$ cat src/rtl/rrbc_pkg.sv
// Shared types and constants for the cartridge ROM/RAM bank controller.
`default_nettype none

package rrbc_pkg;

  // Default width of the ROM bank register
  localparam int ROM_BANK_BITS_DEF = 7;

  // Controller type codes
  localparam logic [1:0] CTRL_NONE  = 2'd0;
  localparam logic [1:0] CTRL_TYPE1 = 2'd1;
  localparam logic [1:0] CTRL_TYPE2 = 2'd2;
  localparam logic [1:0] CTRL_TYPE3 = 2'd3;

  // Target codes
  localparam logic [1:0] TGT_FIXED_ROM  = 2'd0;
  localparam logic [1:0] TGT_BANKED_ROM = 2'd1;
  localparam logic [1:0] TGT_EXT_RAM    = 2'd2;
  localparam logic [1:0] TGT_NONE       = 2'd3;

  // Access kinds
  localparam logic FUNC_READ  = 1'b0;
  localparam logic FUNC_WRITE = 1'b1;

  // Register windows in address bits 14:13 of the lower 32K
  localparam logic [1:0] WIN_RAM_EN   = 2'd0;
  localparam logic [1:0] WIN_ROM_BANK = 2'd1;
  localparam logic [1:0] WIN_UPPER    = 2'd2;
  localparam logic [1:0] WIN_MODE     = 2'd3;

  // Data codes
  localparam logic [3:0] RAM_EN_CODE  = 4'hA;
  localparam logic [7:0] RAM_BANK_MAX = 8'h03;
  localparam logic [7:0] RTC_SEL_LO   = 8'h08;
  localparam logic [7:0] RTC_SEL_HI   = 8'h0C;
  localparam logic [15:0] TYPE1_KEEP_MASK = 16'd224;
  localparam logic [15:0] TYPE1_LOW_MASK  = 16'd31;
  localparam logic [15:0] TYPE3_MASK      = 16'h007F;
  localparam logic [15:0] TYPE2_MASK      = 16'h000F;

  typedef struct packed {
    logic        func;
    logic [15:0] address;
    logic [7:0]  write_data;
  } in_t;

  typedef struct packed {
    logic [1:0]  target;
    logic [20:0] rom_address;
    logic [1:0]  ram_bank;
    logic [12:0] ram_offset;
    logic        ram_enabled;
    logic        rtc_selected;
  } out_t;

  // Small bank state seen after the current access
  typedef struct packed {
    logic [1:0] ram_bank;
    logic       ram_enable;
    logic       rtc_select;
  } bank_state_t;

  // Bank number from a written byte: zero becomes one, then mask
  function automatic logic [15:0] bank_from_byte(input logic [7:0] d,
                                                 input logic [15:0] mask);
    logic [15:0] v;
    v = (d == 8'd0) ? 16'd1 : {8'd0, d};
    return v & mask;
  endfunction

endpackage

`default_nettype wire

$ cat src/rtl/rrbc_bank_regs.sv
// Bank registers and controller type, with their write decode.
`default_nettype none

module rrbc_bank_regs #(
  parameter int ROM_BANK_BITS = rrbc_pkg::ROM_BANK_BITS_DEF
) (
  input  wire logic                     clk,
  input  wire logic                     rst,
  input  wire logic                     cfg_we,
  input  wire logic [1:0]               cfg_wdata,
  input  wire logic                     take,
  input  wire rrbc_pkg::in_t            item,
  output logic [ROM_BANK_BITS-1:0]      rom_bank_after,
  output rrbc_pkg::bank_state_t         state_after
);
  import rrbc_pkg::*;

  logic [1:0]               controller_type;
  logic [ROM_BANK_BITS-1:0] rom_bank;
  logic [ROM_BANK_BITS-1:0] rom_bank_next;
  logic [1:0]               ram_bank;
  logic [1:0]               ram_bank_next;
  logic                     rom_mode;
  logic                     rom_mode_next;
  logic                     ram_enable;
  logic                     ram_enable_next;
  logic                     rtc_select;
  logic                     rtc_select_next;
  logic [15:0]              bank_wide;
  logic [15:0]              up;
  logic                     wr;

  assign bank_wide = 16'(rom_bank);
  assign wr = (item.func == FUNC_WRITE) && (controller_type != CTRL_NONE) &&
              !item.address[15];

  // Decode register writes in the lower 32K
  always_comb begin
    rom_bank_next   = rom_bank;
    ram_bank_next   = ram_bank;
    rom_mode_next   = rom_mode;
    ram_enable_next = ram_enable;
    rtc_select_next = rtc_select;
    up              = 16'({14'd0, item.write_data[1:0]} << 5);
    if (wr) begin
      unique case (item.address[14:13])
        WIN_RAM_EN: begin
          if (!(controller_type == CTRL_TYPE2 && item.address[8])) begin
            if (item.write_data[3:0] == RAM_EN_CODE) begin
              ram_enable_next = 1'b1;
            end else if (item.write_data == 8'd0) begin
              ram_enable_next = 1'b0;
            end
          end
        end
        WIN_ROM_BANK: begin
          if (controller_type == CTRL_TYPE1) begin
            rom_bank_next = ROM_BANK_BITS'((bank_wide & TYPE1_KEEP_MASK) |
                            bank_from_byte(item.write_data, TYPE1_LOW_MASK));
          end else if (controller_type == CTRL_TYPE3) begin
            rom_bank_next = ROM_BANK_BITS'(bank_from_byte(item.write_data, TYPE3_MASK));
          end else begin
            rom_bank_next = ROM_BANK_BITS'(bank_from_byte(item.write_data, TYPE2_MASK));
          end
        end
        WIN_UPPER: begin
          if (controller_type == CTRL_TYPE3) begin
            if (item.write_data <= RAM_BANK_MAX) begin
              ram_bank_next   = item.write_data[1:0];
              rtc_select_next = 1'b0;
            end else if (item.write_data >= RTC_SEL_LO &&
                         item.write_data <= RTC_SEL_HI) begin
              rtc_select_next = 1'b1;
            end
          end else if (controller_type == CTRL_TYPE1) begin
            if (rom_mode) begin
              ram_bank_next = 2'd0;
              if ((bank_wide & TYPE1_LOW_MASK) == 16'd0) begin
                up = up + 16'd1;
              end
              rom_bank_next = ROM_BANK_BITS'((bank_wide & TYPE1_LOW_MASK) | up);
            end else begin
              ram_bank_next = item.write_data[1:0];
            end
          end
        end
        WIN_MODE: begin
          if (controller_type == CTRL_TYPE1) begin
            if (item.write_data[0]) begin
              ram_bank_next = 2'd0;
              rom_mode_next = 1'b0;
            end else begin
              rom_mode_next = 1'b1;
            end
          end
        end
        default: begin
          rom_mode_next = rom_mode;
        end
      endcase
    end
  end

  // Hold state; the controller type loads on cfg_we and the bank registers advance on each accepted transaction
  always_ff @(posedge clk) begin
    if (rst) begin
      controller_type <= CTRL_NONE;
      rom_bank        <= ROM_BANK_BITS'(1);
      ram_bank        <= 2'd0;
      rom_mode        <= 1'b1;
      ram_enable      <= 1'b0;
      rtc_select      <= 1'b0;
    end else begin
      if (cfg_we) begin
        controller_type <= cfg_wdata;
      end
      if (take) begin
        rom_bank   <= rom_bank_next;
        ram_bank   <= ram_bank_next;
        rom_mode   <= rom_mode_next;
        ram_enable <= ram_enable_next;
        rtc_select <= rtc_select_next;
      end
    end
  end

  assign rom_bank_after         = rom_bank_next;
  assign state_after.ram_bank   = ram_bank_next;
  assign state_after.ram_enable = ram_enable_next;
  assign state_after.rtc_select = rtc_select_next;

endmodule

`default_nettype wire

$ cat src/rtl/rom_ram_bank_controller_unit.sv
// Top level of the cartridge ROM/RAM bank controller: handshake and result register.
// The result of a transaction is registered and valid in the cycle after it is accepted.
// One transaction per cycle while results are taken; the result register is the only stage.
// The input side stalls only while a result waits and the output side is not ready.
// Reset (rst, synchronous): controller type 0, ROM bank 1, RAM bank 0, ROM mode 1,
// RAM and clock select disabled, no result pending.
`default_nettype none

module rom_ram_bank_controller_unit #(
  parameter int ROM_BANK_BITS = rrbc_pkg::ROM_BANK_BITS_DEF
) (
  input  wire logic           clk,
  input  wire logic           rst,
  input  wire logic           cfg_we,
  input  wire logic [1:0]     cfg_wdata,
  input  wire logic           in_valid,
  output logic                in_ready,
  input  wire rrbc_pkg::in_t  in_data,
  output logic                out_valid,
  input  wire logic           out_ready,
  output rrbc_pkg::out_t      out_data
);
  import rrbc_pkg::*;

  logic                     take;
  logic [ROM_BANK_BITS-1:0] rom_bank_after;
  bank_state_t              state_after;
  out_t                     result_next;

  assign in_ready = !out_valid || out_ready;
  assign take     = in_valid && in_ready;

  rrbc_bank_regs #(
    .ROM_BANK_BITS(ROM_BANK_BITS)
  ) u_bank_regs (
    .clk            (clk),
    .rst            (rst),
    .cfg_we         (cfg_we),
    .cfg_wdata      (cfg_wdata),
    .take           (take),
    .item           (in_data),
    .rom_bank_after (rom_bank_after),
    .state_after    (state_after)
  );

  // Translate the address with the bank state after this access
  always_comb begin
    result_next.rom_address  = 21'd0;
    result_next.ram_offset   = 13'd0;
    result_next.ram_bank     = state_after.ram_bank;
    result_next.ram_enabled  = state_after.ram_enable;
    result_next.rtc_selected = state_after.rtc_select;
    if (in_data.address[15:14] == 2'b00) begin
      result_next.target      = TGT_FIXED_ROM;
      result_next.rom_address = 21'(in_data.address);
    end else if (in_data.address[15:14] == 2'b01) begin
      result_next.target      = TGT_BANKED_ROM;
      result_next.rom_address = 21'({rom_bank_after, in_data.address[13:0]});
    end else if (in_data.address[15:13] == 3'b101) begin
      result_next.target     = TGT_EXT_RAM;
      result_next.ram_offset = in_data.address[12:0];
    end else begin
      result_next.target = TGT_NONE;
    end
  end

  // Hold the result until taken; load on each accepted transaction
  always_ff @(posedge clk) begin
    if (rst) begin
      out_valid <= 1'b0;
    end else if (take) begin
      out_valid <= 1'b1;
    end else if (out_ready) begin
      out_valid <= 1'b0;
    end
  end

  always_ff @(posedge clk) begin
    if (take) begin
      out_data <= result_next;
    end
  end

endmodule

`default_nettype wire

$ cat config.mk
export PLATFORM = sky130hd
export DESIGN_NAME = rom_ram_bank_controller_unit
export DESIGN_NICKNAME = d
export VERILOG_FILES = /design/src/rtl/rrbc_pkg.sv /design/src/rtl/rrbc_bank_regs.sv /design/src/rtl/rom_ram_bank_controller_unit.sv
export SDC_FILE = /design/constraint.sdc
export NUM_CORES = 1
export LEC_CHECK = 0
export BUFFER_PORTS_ARGS = -buffer_cell sky130_fd_sc_hd__buf_4
export CORE_AREA = 2 2 94 96
export DETAILED_ROUTE_END_ITERATION = 10
export DIE_AREA = 0 0 96 98
export GPL_TIMING_DRIVEN = 0
export PLACE_DENSITY = 0.53
export SETUP_SLACK_MARGIN = 0.02
export SLEW_MARGIN = 20
export SYNTH_ARGS = -nofsm -noshare
export SYNTH_HDL_FRONTEND = slang
export SYNTH_SLANG_ARGS = --single-unit
$ cat constraint.sdc
create_clock -name clk -period 1.6 [get_ports clk]
set_clock_uncertainty 0.05 [all_clocks]
set_input_delay 0.24 -clock clk [delete_from_list [all_inputs] [get_ports clk]]
set_output_delay 0.24 -clock clk [all_outputs]
set_load 0.1 [all_outputs]
# Yosys cells after proc, flatten, opt, wreduce, memory -nomap -nowiden
# Index checks and enable logic that the tools add are counted.
# W data, S select, Z words.
[word_totals]
regBits = 55
mem_count = 0
output_inout_bits = 42
ram_bits = 0
latch_bits = 0
mem_bits_ro = 0
[op_classes]
addsub = 1
n_bitwise = 4
muxes = 39
n_eq_ne = 9
n_shift = 0
reduce_logical = 18
n_lt_le_gt_ge = 3
div = 0
n_mul = 0
[op_table]
columns = ["cell", "count"]
rows = [
  ["$mux W7", 13],
  ["$mux W16", 2],
  ["$logic_not A16 Y1", 1],
  ["$mux W1", 15],
  ["$mux W2", 7],
  ["$pmux W7 S2", 1],
  ["$eq A2 B2 Y1 const B", 4],
  ["$ge A8 B4 Y1 const B", 1],
  ["$le A8 B2 Y1 const B", 1],
  ["$le A8 B4 Y1 const B", 1],
  ["$logic_not A8 Y1", 1],
  ["$add A7 B1 Y7 const B", 1],
  ["$or A5 B7 Y7", 1],
  ["$or A7 B5 Y7", 1],
  ["$eq A2 B1 Y1 const B", 3],
  ["$logic_and A1 B1 Y1", 5],
  ["$eq A4 B4 Y1 const B", 1],
  ["$logic_not A2 Y1", 2],
  ["$pmux W2 S2", 1],
  ["$reduce_and A4 Y1", 1],
  ["$reduce_bool A2 Y1", 2],
  ["$reduce_or A2 Y1", 2],
  ["$eq A3 B3 Y1 const B", 1],
  ["$reduce_or A3 Y1", 1],
  ["other kinds (3)", 5],
]

# Logic depth before layout (Yosys ltp)
[logic_depth]
ltp_word = 15
depth_mapped = 6

# Hierarchy
# Synthesis repeated with hierarchy kept, for this count alone.
[unflattened]
cells_unflattened = 224
area_unflattened_um2 = 2595.0
[modules_own_cells]
columns = ["mod", "area_per_inst_um2", "n_inst", "cells_each"]
rows = [
  ["rom_ram_bank_controller_unit", 1507.7, 1, 86],
  ["rrbc_bank_regs", 1087.3, 1, 138],
]

# Worst setup path after synthesis
# OpenSTA, ideal clock, no wires.
[synth_path]
kind = "reg-to-reg"
start = "register out_valid"
end = "register u_bank_regs.rom_bank[5]"
path_buffers = 1
arrival_time_ps = 3014
period_less_slack_ps = 3220
setup_slack_ps = -1620
required_time_ps = 1395
path_stages_with_launch = 7
path_cell_list = "dfxtp_1 -> nand2b_1 -> nand2_1 -> inv_1 -> buf_2 -> o21ai_0 -> a21oi_1"
[synth_between]
elab_chain_len = 3
[synth_rtl]
columns = ["item", "line_no", "rtl"]
rows = [
  ["start: declaration", "rom_ram_bank_controller_unit.sv:19", "output logic out_valid,"],
  ["start signal: assignment", "rom_ram_bank_controller_unit.sv:70", "out_valid <= 1'b0;"],
  ["start signal: assignment", "rom_ram_bank_controller_unit.sv:72", "out_valid <= 1'b1;"],
  ["start signal: assignment", "rom_ram_bank_controller_unit.sv:74", "out_valid <= 1'b0;"],
  ["$logic_not A1 Y1", "rom_ram_bank_controller_unit.sv:30", "assign in_ready = !out_valid || out_ready;"],
  ["$logic_or A1 B1 Y1", "rom_ram_bank_controller_unit.sv:30", ""],
  ["named net in_ready", "rom_ram_bank_controller_unit.sv:17", "output logic in_ready,"],
  ["$logic_and A1 B1 Y1", "rom_ram_bank_controller_unit.sv:31", "assign take = in_valid && in_ready;"],
  ["named net take", "rom_ram_bank_controller_unit.sv:25", "logic take;"],
  ["end signal: assignment", "rrbc_bank_regs.sv:118", "rom_bank <= rom_bank_next;"],
  ["end: declaration", "rrbc_bank_regs.sv:19", "logic [ROM_BANK_BITS-1:0] rom_bank;"],
]
# The timed path passes the listed nets, and every way through them passes these cells.
# A chain may end at the register's enable or synchronous reset.

==> metrics.yaml <==
seqCellArea_sq_um: 1508
cts_setup_buffers: 0
ir_worst_vdd_mv: 0.4233
pin_count: 74
fin_util_pct: 39.06
hold_viol_final: 0
antenna_cells: 0
reg2reg_from: "u_bank_regs.controller_type[0]"
clkSinkCount: 55
fp.dieH_um: 98
fin_nets: 324
numPortBuffers: 73
htreeDepth: 2
min_period_ns: 1.509
synthCells: 208
die_area_sq_um: 9408
synth_common_cells: "edfxtp_1 (40), nor2_1 (18), nor2b_1 (17)"
drcViolationCount: 0
setup_violations: 0
synth_area_leader_cell: "edfxtp_1"
final_cells: 397
areaGrowthSynthToFinish_pct: 35.05
slew_violations: 0
clock_latency_ns: 0.30
numCtsBuffers: 5
multi_input_area_sq_um: 935.9
crit_path_end_kind: "flip-flop"
vias_per_cell: 4.733
worstMarginPinSlew_ns: 0.5159
ant_nets: 0
status: "finished, final reports clean"
synth_top_cell_area_share_pct: 49.05
hold_ws_ns: 0.1209
cts_tree: "done"
synth_seq_area_share_pct: 61.32
synthTopCellsByArea: "edfxtp_1 (49%), dfxtp_1 (12%), nor2b_1 (4.3%)"
grt_pass1_wl_mm: 9.363
clk_path_buf_depth: 2
drt_iter0_drc: 80
crit_path_max_incr_delay_ns: 0.35
gp_congestion: 0.7254
dr.pass1.iters: 4
power_density_nw_per_um2: 996.3
ctsHoldBuffers: 0
dp_hpwl_mm: 4.200
antenna_found_initial: 0
clk_pin_slew_ns: 0.11
layout-drive-gt1-share_pct: 35.64
required_ns: 1.62
max_freq_mhz: 662.7
grt_pass1_vias: 1825
wl_met1_mm: 2.639
path_class: "flip-flop to flip-flop"
track_usage_pct: 12.71
async_flop_share_pct: 0
ys_types: 42
place_inst: 389
dr_wl_met3_um: 284
syn_nets: 244
setup_slack_ns: 0.09092
grt_max_degree: 50
coreArea_sq_um: 8466
finalWirelength_mm: 5.848
hold_path.class: "primary input to flip-flop"
topRoutingLayerUsed: "met4"
yosys_register_bits: 55
dp_slack_ns: -0.2592
p_leak_nw: 1.358
synth-main-ff-cell: "edfxtp_1"
synth-warning-count: 0
root_buffer: "clkbuf_8"
worstHoldStart: "cfg_wdata[0]"
syn_avg_cell_area_sq_um: 11.77
n_fill_cell: 828
initial_core_util_pct: 28.92
crit_start: "u_bank_regs.controller_type[0]"
arrival_ns: 1.52
relSlewSlack_pct: 65.61
rows: 34
yosysMostFrequentCell: "edfxtp_1"
crit_chain: "buf_4 > o21ai_1 > nor2_2 > a221o_1 > nor2b_1"
synth_edf_count: 40
num_vias: 1879
rsz0062_at_grt: "true"
fin_tns_setup_ns: 0
cp_max_fo: 10
chipWidth_um: 96
start_kind: "flip-flop"
syn-cell-area_sq_um: 2449
cap_viol_max_count: 0
timing.final.crit_share_pct: 94.32
slowest_stage: "dfxtp_2"
wl_met2_mm: 2.850
routedWlPerCell_um: 14.73
overflow: 0
power breakdown:
part	switching [mW]	internal [mW]	leakage, nW
Sequential	0.0253	1.61	0.523
Clock	0.497	0.326	0.0467
Combinational	0.639	0.202	0.788
Total	1.16	2.13	1.36
per-stage QoR:
stage	area, sq um	total power [mW]
5_1_grt	3307	3.424
6_report	3307	3.295
3_3_place_gp	3192	2.502
4_1_cts	3293	3.333
2_1_floorplan	2509	2.275
3_5_place_dp	3192	2.503
worst paths after layout:
kind,endpoint,slack [ns],depth (start not counted)
max,out_data[31],0.09,5
min,u_bank_regs.controller_type[0],0.12,3
max reg2reg,out_data[31],0.09,5
min reg2reg,u_bank_regs.rom_bank[2],0.46,2
logic make-up (layout without fill, tap and decap cells):
kind of cell	count (synthesis)	in the layout	synth area share, %
AOI/OAI and AO/OA	41	41	11.24
adders and majority gates	4	4	2.044
buffers and inverters	15	96	2.504
DFF	55	55	61.32
muxes	4	4	1.635
and+or+nand+nor	89	89	21.26
registers in the layout (all words and copies together), names as in the netlist:
signal	cells
u_bank_regs.rom_bank	7
u_bank_regs.ram_enable	1
out_data	40
u_bank_regs.rtc_select	1
u_bank_regs.rom_mode	1
u_bank_regs.controller_type	2
out_valid	1
u_bank_regs.ram_bank	2
cells in the final DEF, fill, tap and decap left out, types with 7 or more instances in the layout:
cell | netlist | final
buf_4 | 0 | 75
edfxtp_1 | 40 | 40
nor2_1 | 18 | 17
nor2b_1 | 17 | 17
and3_1 | 14 | 14
dfxtp_1 | 15 | 12
o21ai_0 | 12 | 10
a21oi_1 | 8 | 8
nand2_1 | 9 | 7
nand3_1 | 7 | 7
layer usage:
metal / track usage (%) / vias up
li1: - / 940
met1: 17.09 / 893
met2: 20.51 / 41
met3: 2.701 / 5
met4: 3.626 / 0
met5: 0 / -
worst max-delay path: cells and delay by family, from the launching register on:
family                 cells  cell delay [ns]
AO/OA/AOI/OAI              2             0.47
buffers and inverters      1             0.16
flip-flops                 1             0.35
AND/OR/NAND/NOR            2             0.23
what timing repair did:
| item | CTS | global route |
|---|---|---|
| endpoints found under the hold margin | 0 | 0 |
| pin swaps | 0 | 1 |
| resized for setup | 2 | 7 |
| endpoints found under the setup margin | 3 | 12 |
layout make-up:
type | count | area share [%]
sequential | 55 | 45.59
timing repair buffer | 73 | 16.57
clock inverter | 3 | 0.8324
buffer | 9 | 1.778
clock buffer | 5 | 2.081
inverter | 6 | 0.7567
multi-input combinational | 138 | 28.30
tap | 108 | 4.086
Power figures use the tool's default switching activity.
